`src/prt_pkg.sv`:
```
`timescale 1ns / 1ps
// ----------------------------------------------------------------------------
// prt_pkg
// Shared types, codes and sizes of the pending request table.
// ----------------------------------------------------------------------------
package prt_pkg;

  // table geometry
  localparam int TABLE_DEPTH = 16;
  localparam int IDX_W       = (TABLE_DEPTH > 1) ? $clog2(TABLE_DEPTH) : 1;
  localparam int CNT_W       = $clog2(TABLE_DEPTH + 1);

  // field widths
  localparam int ID_W      = 32;
  localparam int CLASS_W   = 8;
  localparam int HANDLER_W = 16;
  localparam int TIME_W    = 32;
  localparam int TMO_W     = 16;
  localparam int STATUS_W  = 3;
  localparam int OUT_CNT_W = 5;

  localparam logic [TMO_W-1:0] TIMEOUT_RESET = 16'd120;
  localparam logic [CLASS_W-1:0] CLASS_NONE  = 8'd0;

  // commands
  localparam logic CMD_ADD   = 1'b0;
  localparam logic CMD_FETCH = 1'b1;

  // result status codes
  localparam logic [STATUS_W-1:0] ST_APPENDED = 3'd0;
  localparam logic [STATUS_W-1:0] ST_REPLACED = 3'd1;
  localparam logic [STATUS_W-1:0] ST_FULL     = 3'd2;
  localparam logic [STATUS_W-1:0] ST_FETCHED  = 3'd3;
  localparam logic [STATUS_W-1:0] ST_NOTFOUND = 3'd4;

  // one table entry
  typedef struct packed {
    logic [ID_W-1:0]      id;
    logic [CLASS_W-1:0]   cls;
    logic [HANDLER_W-1:0] handler;
    logic [TIME_W-1:0]    stamp;
  } entry_t;

  // entry memory control
  typedef struct packed {
    logic             we;
    logic [IDX_W-1:0] waddr;
    logic             re;
    logic [IDX_W-1:0] raddr;
  } ram_ctl_t;

  // compare unit flags
  typedef struct packed {
    logic expired;
    logic id_hit;
    logic class_hit;
  } match_t;

endpackage

```
`src/prt_if.sv`:
```
`timescale 1ns / 1ps
// ----------------------------------------------------------------------------
// prt_if
// Valid/ready channels for requests into and results out of the table.
// ----------------------------------------------------------------------------
interface prt_req_if import prt_pkg::*; ();
  logic                 valid;
  logic                 ready;
  logic                 cmd;
  logic [ID_W-1:0]      request_id;
  logic [CLASS_W-1:0]   proc_class;
  logic [HANDLER_W-1:0] handler_tag;
  logic [TIME_W-1:0]    now_time;

  modport source (output valid, cmd, request_id, proc_class, handler_tag, now_time,
                  input ready);
  modport sink   (input valid, cmd, request_id, proc_class, handler_tag, now_time,
                  output ready);
endinterface

interface prt_rsp_if import prt_pkg::*; ();
  logic                 valid;
  logic                 ready;
  logic [STATUS_W-1:0]  status;
  logic [HANDLER_W-1:0] handler_out;
  logic [OUT_CNT_W-1:0] expired_count;
  logic [OUT_CNT_W-1:0] entries_in_use;

  modport source (output valid, status, handler_out, expired_count, entries_in_use,
                  input ready);
  modport sink   (input valid, status, handler_out, expired_count, entries_in_use,
                  output ready);
endinterface

```
`src/prt_entry_ram.sv`:
```
`timescale 1ns / 1ps
// ----------------------------------------------------------------------------
// prt_entry_ram
// Entry store: one write port, one read port with registered read data.
// ----------------------------------------------------------------------------
module prt_entry_ram import prt_pkg::*; (
  input  logic     clk,
  input  ram_ctl_t ctl,
  input  entry_t   wdata,
  output entry_t   rdata
);

  entry_t mem [TABLE_DEPTH];

  // write port
  always_ff @(posedge clk) begin
    if (ctl.we) begin
      mem[ctl.waddr] <= wdata;
    end
  end

  // registered read port
  always_ff @(posedge clk) begin
    if (ctl.re) begin
      rdata <= mem[ctl.raddr];
    end
  end

endmodule

```
`src/prt_match_unit.sv`:
```
`timescale 1ns / 1ps
// ----------------------------------------------------------------------------
// prt_match_unit
// Shared compare unit: entry age against timeout, id and class matches.
// ----------------------------------------------------------------------------
module prt_match_unit import prt_pkg::*; (
  input  entry_t               entry,
  input  logic [TIME_W-1:0]    now_time,
  input  logic [TMO_W-1:0]     timeout,
  input  logic [ID_W-1:0]      request_id,
  input  logic [CLASS_W-1:0]   proc_class,
  output match_t               flags
);

  logic [TIME_W-1:0] age;

  // age wraps modulo the time width
  assign age = now_time - entry.stamp;

  always_comb begin
    flags.expired   = age > TIME_W'(timeout);
    flags.id_hit    = entry.id == request_id;
    flags.class_hit = entry.cls == proc_class;
  end

endmodule

```
`src/pending_request_table_core.sv`:
```
`timescale 1ns / 1ps
// A transfer latches the request, the scan reads one entry per cycle into the compare unit,
// then the finish state loads the result register; an add of class none skips the scan.
// One operation at a time: the next transfer is taken in the cycle after the result loads,
// later while the previous result waits. Reset: table empties, timeout back to 120; stored
// entries stay undefined, no clearing pass is needed since only entries below the fill
// count are read.
// ----------------------------------------------------------------------------
// pending_request_table_core
// Ordered table of outstanding requests with in-place class replace, expiry
// and fetch by id, compacted in a single streaming pass over the entry store.
// ----------------------------------------------------------------------------
module pending_request_table_core import prt_pkg::*; (
  input  logic             clk,
  input  logic             rst,
  input  logic             timeout_we,
  input  logic [TMO_W-1:0] timeout_wdata,
  prt_req_if.sink          req,
  prt_rsp_if.source        rsp
);

  // sequencer states
  localparam logic [1:0] S_IDLE = 2'd0;
  localparam logic [1:0] S_SCAN = 2'd1;
  localparam logic [1:0] S_FIN  = 2'd2;

  logic [1:0]           state, state_next;
  logic [TMO_W-1:0]     timeout;
  logic [CNT_W-1:0]     used, used_next;
  logic [CNT_W-1:0]     rd_ptr, rd_ptr_next;
  logic [CNT_W-1:0]     eval_ptr, eval_ptr_next;
  logic [CNT_W-1:0]     wp, wp_next;
  logic [CNT_W-1:0]     expired, expired_next;
  logic [CNT_W-1:0]     hit_idx, hit_idx_next;
  logic                 vld, vld_next;
  logic                 found, found_next;
  logic [HANDLER_W-1:0] hit_handler, hit_handler_next;

  // latched request
  logic                 op_cmd;
  logic [ID_W-1:0]      op_id;
  logic [CLASS_W-1:0]   op_cls;
  logic [HANDLER_W-1:0] op_hnd;
  logic [TIME_W-1:0]    op_now;

  // result register
  logic                 out_valid, out_valid_next;
  logic [STATUS_W-1:0]  out_status, out_status_next;
  logic [HANDLER_W-1:0] out_handler, out_handler_next;
  logic [OUT_CNT_W-1:0] out_expired, out_expired_next;
  logic [OUT_CNT_W-1:0] out_used, out_used_next;

  ram_ctl_t ram_ctl;
  entry_t   ram_wdata;
  entry_t   ram_rdata;
  match_t   flags;
  logic     req_xfer;
  logic     out_free;

  prt_entry_ram u_ram (
    .clk   (clk),
    .ctl   (ram_ctl),
    .wdata (ram_wdata),
    .rdata (ram_rdata)
  );

  prt_match_unit u_match (
    .entry      (ram_rdata),
    .now_time   (op_now),
    .timeout    (timeout),
    .request_id (op_id),
    .proc_class (op_cls),
    .flags      (flags)
  );

  assign req.ready          = state == S_IDLE;
  assign req_xfer           = req.valid && req.ready;
  assign out_free           = !out_valid || rsp.ready;
  assign rsp.valid          = out_valid;
  assign rsp.status         = out_status;
  assign rsp.handler_out    = out_handler;
  assign rsp.expired_count  = out_expired;
  assign rsp.entries_in_use = out_used;

  // sequencer
  always_comb begin
    state_next       = state;
    used_next        = used;
    rd_ptr_next      = rd_ptr;
    eval_ptr_next    = eval_ptr;
    wp_next          = wp;
    expired_next     = expired;
    hit_idx_next     = hit_idx;
    vld_next         = 1'b0;
    found_next       = found;
    hit_handler_next = hit_handler;
    out_valid_next   = out_valid && !rsp.ready;
    out_status_next  = out_status;
    out_handler_next = out_handler;
    out_expired_next = out_expired;
    out_used_next    = out_used;
    ram_ctl          = '0;
    ram_wdata        = ram_rdata;

    unique case (state)
      S_IDLE: begin
        if (req_xfer) begin
          rd_ptr_next   = '0;
          eval_ptr_next = '0;
          wp_next       = '0;
          expired_next  = '0;
          found_next    = 1'b0;
          if (req.cmd == CMD_ADD && req.proc_class == CLASS_NONE) begin
            state_next = S_FIN;
          end else begin
            state_next = S_SCAN;
          end
        end
      end

      S_SCAN: begin
        // evaluate the entry read last cycle
        if (vld) begin
          eval_ptr_next = eval_ptr + 1'b1;
          if (op_cmd == CMD_ADD) begin
            if (flags.class_hit) begin
              found_next   = 1'b1;
              hit_idx_next = eval_ptr;
            end
          end else if (flags.expired) begin
            expired_next = expired + 1'b1;
          end else if (!found && flags.id_hit) begin
            found_next       = 1'b1;
            hit_handler_next = ram_rdata.handler;
          end else begin
            // keep: compact down to the write pointer
            ram_ctl.we    = 1'b1;
            ram_ctl.waddr = wp[IDX_W-1:0];
            wp_next       = wp + 1'b1;
          end
        end
        // issue the next read or finish
        if (vld && op_cmd == CMD_ADD && flags.class_hit) begin
          state_next = S_FIN;
        end else if (rd_ptr < used) begin
          ram_ctl.re    = 1'b1;
          ram_ctl.raddr = rd_ptr[IDX_W-1:0];
          rd_ptr_next   = rd_ptr + 1'b1;
          vld_next      = 1'b1;
        end else if (!vld) begin
          state_next = S_FIN;
        end
      end

      S_FIN: begin
        if (out_free) begin
          out_valid_next   = 1'b1;
          out_handler_next = '0;
          out_expired_next = '0;
          state_next       = S_IDLE;
          ram_wdata.id      = op_id;
          ram_wdata.cls     = op_cls;
          ram_wdata.handler = op_hnd;
          ram_wdata.stamp   = op_now;
          if (op_cmd == CMD_ADD) begin
            if (found) begin
              ram_ctl.we      = 1'b1;
              ram_ctl.waddr   = hit_idx[IDX_W-1:0];
              out_status_next = ST_REPLACED;
            end else if (used < CNT_W'(TABLE_DEPTH)) begin
              ram_ctl.we      = 1'b1;
              ram_ctl.waddr   = used[IDX_W-1:0];
              used_next       = used + 1'b1;
              out_status_next = ST_APPENDED;
            end else begin
              out_status_next = ST_FULL;
            end
          end else begin
            used_next        = wp;
            out_expired_next = OUT_CNT_W'(expired);
            if (found) begin
              out_status_next  = ST_FETCHED;
              out_handler_next = hit_handler;
            end else begin
              out_status_next = ST_NOTFOUND;
            end
          end
          out_used_next = OUT_CNT_W'(used_next);
        end
      end

      default: begin
        state_next = S_IDLE;
      end
    endcase
  end

  // control registers
  always_ff @(posedge clk) begin
    if (rst) begin
      state     <= S_IDLE;
      used      <= '0;
      vld       <= 1'b0;
      found     <= 1'b0;
      out_valid <= 1'b0;
      timeout   <= TIMEOUT_RESET;
    end else begin
      state     <= state_next;
      used      <= used_next;
      vld       <= vld_next;
      found     <= found_next;
      out_valid <= out_valid_next;
      if (timeout_we) begin
        timeout <= timeout_wdata;
      end
    end
  end

  // datapath registers
  always_ff @(posedge clk) begin
    rd_ptr      <= rd_ptr_next;
    eval_ptr    <= eval_ptr_next;
    wp          <= wp_next;
    expired     <= expired_next;
    hit_idx     <= hit_idx_next;
    hit_handler <= hit_handler_next;
    out_status  <= out_status_next;
    out_handler <= out_handler_next;
    out_expired <= out_expired_next;
    out_used    <= out_used_next;
    if (req_xfer) begin
      op_cmd <= req.cmd;
      op_id  <= req.request_id;
      op_cls <= req.proc_class;
      op_hnd <= req.handler_tag;
      op_now <= req.now_time;
    end
  end

`ifndef NO_ASSERTIONS
  // fill count never passes the table depth
  a_used_bound: assert property (@(posedge clk) disable iff (rst)
    used <= CNT_W'(TABLE_DEPTH))
    else $error("fill count exceeds table depth");

  // compaction writes never overtake the entry under evaluation
  a_wp_behind: assert property (@(posedge clk) disable iff (rst)
    (state == S_SCAN && vld) |-> (wp <= eval_ptr))
    else $error("compaction pointer passed scan pointer");

  // reads stay inside the filled part of the table
  a_rd_bound: assert property (@(posedge clk) disable iff (rst)
    (state == S_SCAN) |-> (rd_ptr <= used))
    else $error("scan read beyond fill count");

  // an add result carries no handler and no expiry count
  a_add_result: assert property (@(posedge clk) disable iff (rst)
    (rsp.valid && (rsp.status == ST_APPENDED || rsp.status == ST_REPLACED ||
                   rsp.status == ST_FULL))
      |-> (rsp.handler_out == '0 && rsp.expired_count == '0))
    else $error("add result with fetch fields set");
`endif

endmodule

```
`src/flat_wrapper.sv`:
```
// flat-port wrapper written by rule: the top's interface ports become plain ports
module pending_request_table_core_flat import prt_pkg::*;
  (clk, rst, timeout_we, timeout_wdata, req_valid, req_cmd, req_request_id, req_proc_class, req_handler_tag, req_now_time, req_ready, rsp_valid, rsp_status, rsp_handler_out, rsp_expired_count, rsp_entries_in_use, rsp_ready);
  prt_req_if req_i ();
  prt_rsp_if rsp_i ();
  input  logic clk;
  input  logic rst;
  input  logic timeout_we;
  input  logic [TMO_W-1:0] timeout_wdata;
  input wire logic [$bits(req_i.valid)-1:0] req_valid;
  input wire logic [$bits(req_i.cmd)-1:0] req_cmd;
  input wire logic [$bits(req_i.request_id)-1:0] req_request_id;
  input wire logic [$bits(req_i.proc_class)-1:0] req_proc_class;
  input wire logic [$bits(req_i.handler_tag)-1:0] req_handler_tag;
  input wire logic [$bits(req_i.now_time)-1:0] req_now_time;
  output wire logic [$bits(req_i.ready)-1:0] req_ready;
  output wire logic [$bits(rsp_i.valid)-1:0] rsp_valid;
  output wire logic [$bits(rsp_i.status)-1:0] rsp_status;
  output wire logic [$bits(rsp_i.handler_out)-1:0] rsp_handler_out;
  output wire logic [$bits(rsp_i.expired_count)-1:0] rsp_expired_count;
  output wire logic [$bits(rsp_i.entries_in_use)-1:0] rsp_entries_in_use;
  input wire logic [$bits(rsp_i.ready)-1:0] rsp_ready;
  assign req_i.valid = req_valid;
  assign req_i.cmd = req_cmd;
  assign req_i.request_id = req_request_id;
  assign req_i.proc_class = req_proc_class;
  assign req_i.handler_tag = req_handler_tag;
  assign req_i.now_time = req_now_time;
  assign req_ready = req_i.ready;
  assign rsp_valid = rsp_i.valid;
  assign rsp_status = rsp_i.status;
  assign rsp_handler_out = rsp_i.handler_out;
  assign rsp_expired_count = rsp_i.expired_count;
  assign rsp_entries_in_use = rsp_i.entries_in_use;
  assign rsp_i.ready = rsp_ready;
  pending_request_table_core u_core (.clk(clk), .rst(rst), .timeout_we(timeout_we), .timeout_wdata(timeout_wdata), .req(req_i), .rsp(rsp_i));
endmodule
```
`config.mk`:
```
export PLATFORM = sky130hd
export DESIGN_NAME = pending_request_table_core_flat
export DESIGN_NICKNAME = d
export VERILOG_FILES = /design/src/prt_pkg.sv /design/src/prt_if.sv /design/src/prt_entry_ram.sv /design/src/prt_match_unit.sv /design/src/pending_request_table_core.sv /design/src/flat_wrapper.sv
export SDC_FILE = /design/constraint.sdc
export NUM_CORES = 2
export LEC_CHECK = 0
export BUFFER_PORTS_ARGS = -buffer_cell sky130_fd_sc_hd__buf_2
export CORE_ASPECT_RATIO = 0.8
export CORE_MARGIN = 2
export CORE_UTILIZATION = 65
export CTS_BUF_LIST = sky130_fd_sc_hd__clkbuf_8
export CTS_CLUSTER_DIAMETER = 60
export DETAILED_ROUTE_END_ITERATION = 10
export HOLD_SLACK_MARGIN = 0.1
export PLACE_DENSITY = 0.82
export SKIP_LAST_GASP = 1
export SLEW_MARGIN = 20
export SYNTH_ARGS = -nofsm -noshare
export SYNTH_HDL_FRONTEND = slang
export SYNTH_SLANG_ARGS = --single-unit
```
`constraint.sdc`:
```
create_clock -name clk -period 16.4 [get_ports clk]
set_input_delay 0.82 -clock clk [delete_from_list [all_inputs] [get_ports clk]]
set_output_delay 0.82 -clock clk [all_outputs]
set_load 0.02 [all_outputs]
```
==> metrics.yaml <==
drt_iter0_drc: 5163
globalplace.congestion: 0.884
cts_tree: "done"
ys_ff_latch: 1679
finalHoldViolCount: 0
crit_type: "reg2reg"
min_to: "u_core.timeout[15]$_SDFFE_PP0P_"
die_w_um: 361
rows: 104
max_stage_delay_ns: 0.86
num_vias: 36607
worstPathCellList: "ha_1 -> fa_1 -> nand2b_1 -> a21oi_1 -> o21a_1 -> or2_0 -> xor2_1 -> ha_1 -> a21oi_1 -> nand2_1 -> a2111oi_0 -> a22oi_1 -> or4_4 -> nor4_4 -> nand4_4 -> nor4_1 -> o211ai_1 -> nor2_4 -> buf_4 -> buf_4"
track_usage_pct: 30.6
layout.nets: 4134
dpl.hpwl_mm: 89.4
clk_path_buf_depth: 3
area_growth_pct: 11.2
worstHoldStart: "timeout_wdata[15]"
grt_start_max_net_pins: 147
layout_common_cells: "1653 x edfxtp_1, 264 x mux4_2, 263 x nand2_1"
holdPathStages: 3
synthTopCellsByArea: "edfxtp_1 75%, mux4_2 9.0%, mux2i_1 2.9%"
end_kind: "flip-flop"
crit_path_start: "u_core.u_ram.rdata[0]$_DFFE_PP_"
finalCriticalPeriod_ns: 8.18
clock-sinks: 1679
setup_viol: 0
cpMaxStageDelayCell: "buf_4"
power.share.sequential_pct: 48.8
worstSkewPairLatency_ns: 0.94
internal_power_mw: 7.79
drc: 0
antenna_found_initial: 6
final.period_utilization_pct: 49.9
synth_top_area_share_pct: 74.8
cts-buffers-inserted: 230
synth_top_flop_cell: "edfxtp_1"
timing.rr.start: "u_core.u_ram.rdata[0]$_DFFE_PP_"
synth.yosys.warnings: 0
postRouteAntennaNets: 0
outcome: "complete, no violations"
synthArstFlopShare_pct: 0
ios: 141
synthCells: 3615
power_leakage_nw: 25.0
dr.pass1.iters: 6
p_clk_share_pct: 25.2
synth_top_cell_by_area: "edfxtp_1"
port_buffers: 140
initial_utilization_pct: 65.7
max_freq_mhz: 122
r2r_setup_slack_ns: 8.22
dieArea_mm2: 0.105
regToRegEndpoint: "u_core.u_ram.mem[7][66]$_DFFE_PP_"
skew_ns: 0.0509
total_power_mw: 11.4
ir_worst_vdd_uv: 112
grt_setup_unrepaired: "no"
crit_fanout: 50
maxSlewViolCount: 0
whs_ns: 0.162
cp_data_required_time_ns: 16.93
cp-start-kind: "flip-flop"
core_region_area_mm2: 0.101
synth_edf_count: 1653
vias_per_cell: 6.68
synth-seq-area-share_pct: 75.5
switching_share_pct: 31.8
clk_pin_slew_ns: 0.06
tns_ns: 0
die_h_um: 290
relSlewSlack_pct: 24.2
worstPathArrival_ns: 8.71
grt_pass1_wl_mm: 235
synth.distinct_cells: 75
pwr-share-comb_pct: 26.0
grt_pass1_vias: 36554
wirelength_mm: 159
routedWlPerCell_um: 29.0
final_common_cell: "edfxtp_1"
drive_above_1_share_pct: 19.7
syn-mean-instance-area_um2: 18.4
power_density_mw_per_mm2: 155
synth_fp_nets: 3786
power_switching_mw: 3.63
hp-class: "in2reg"
synth_area_mm2: 0.0664
grt_overflow: 0
cts_root_buf: "clkbuf_8"
tightestPinTransition_ns: 1.14
htreeDepth: 4
reg2reg_depth: 20
drv_cap: 0
[flip-flops by register name, summed over array words and instances (netlist names), 4 cells and up]
signal,flops
u_core.used,5
u_core.op_cls,8
u_core.expired,5
u_core.op_now,32
u_core.rd_ptr,5
u_core.u_ram.rdata,88
u_core.hit_idx,4
u_core.eval_ptr,4
u_core.rsp.entries_in_use,5
u_core.hit_handler,16
u_core.timeout,16
u_core.wp,5
u_core.u_ram.mem,1408
u_core.rsp.expired_count,5
u_core.op_id,32
u_core.rsp.handler_out,16
u_core.op_hnd,16
[per-stage QoR]
stage	cells	util [%]	setup WS [ns]	area, µm²
finish	5479	73.1	8.22	73900
detailed placement	4963	68.1	8.40	68800
global route	5479	73.1	7.84	73900
global placement	4963	68.1	8.64	68800
floorplan	3615	-	1.82	66400
CTS	5476	73.1	8.33	73800
[worst max path at each step]
stage / endpoint / slack, ns
2_1_floorplan: u_core.u_ram.mem[10][0]$_DFFE_PP_ / 1.82
3_3_place_gp: u_core.u_ram.mem[7][65]$_DFFE_PP_ / 8.64
3_5_place_dp: u_core.u_ram.mem[7][64]$_DFFE_PP_ / 8.40
4_1_cts: u_core.u_ram.mem[7][66]$_DFFE_PP_ / 8.33
5_1_grt: u_core.u_ram.mem[7][66]$_DFFE_PP_ / 7.84
6_report: u_core.u_ram.mem[7][66]$_DFFE_PP_ / 8.22
[worst max-delay path: cells and delay by family, from the launching register on]
family                     cells  cell delay, ns
buffers and inverters          2            1.33
AOI/OAI and AO/OA              6            1.75
and+or+nand+nor                8            3.15
xor gates and xnor gates       1            0.20
DFF                            1            0.39
adders and majority gates      3            0.93
[per-layer routing]
layer  GRT usage [%]  part of all wire [%]
met1            43.6                    38
met2            48.4                    49
met3            6.65                    11
met4            9.51                   2.3
met5               0                 0.033
[synth_stat cells (all sizes together), types with 5 or more instances]
library cell	count
edfxtp	1653
nand2	267
mux4	264
mux2i	194
o22ai	179
clkbuf	160
o21ai	157
a22oi	91
nor2	78
inv	76
a21oi	61
ha	60
buf	44
xor2	40
xnor2	33
dfxtp	26
nand4	26
nand3	20
a21o	17
and3	17
nor3	17
nor4	17
o211ai	15
and2	13
nand2b	11
a211oi	8
or3	7
nor4b	5
o21a	5
[power by group through the flow]
stage / registers [mW] / logic (mW) / clock network (mW)
after floorplan: 5.65 / 1.93 / 0
after global placement: 5.65 / 2.81 / 0
after detailed placement: 5.66 / 2.89 / 0
after CTS: 5.57 / 2.92 / 2.90
after global routing: 5.59 / 3.18 / 3.08
final: 5.57 / 2.97 / 2.88
[timing repair]
| item | CTS | global route |
|---|---|---|
| endpoints found under the hold margin | 92 | 0 |
| resized for setup | 0 | 0 |
| hold buffers | 92 | 0 |
| setup buffers | 0 | 0 |
[layout make-up]
| cell class | count | area [µm²] |
|---|---|---|
| Multi-Input combinational cell | 1656 | 15400 |
| Clock buffer | 231 | 3180 |
| Antenna cell | 2 | 5.00 |
| Sequential cell | 1679 | 50200 |
| Timing Repair Buffer | 320 | 2330 |
| Tap cell | 1325 | 1660 |
| Clock inverter | 190 | 877 |
| Inverter | 76 | 290 |
| Fill cell | 5634 | 27100 |
[cell families (layout without fill, tap and decap cells)]
group	Yosys count	count (layout)	synth area share (%)
buf+inv	280	817	1.64
other cells	0	2	0
compound gates	572	572	5.41
flops	1679	1679	75.5
xor+xnor	73	73	0.963
mux	460	460	11.9
simple gates	490	490	3.36
fa+ha+maj	61	61	1.16
No activity file was read; power rests on OpenSTA's default activity.
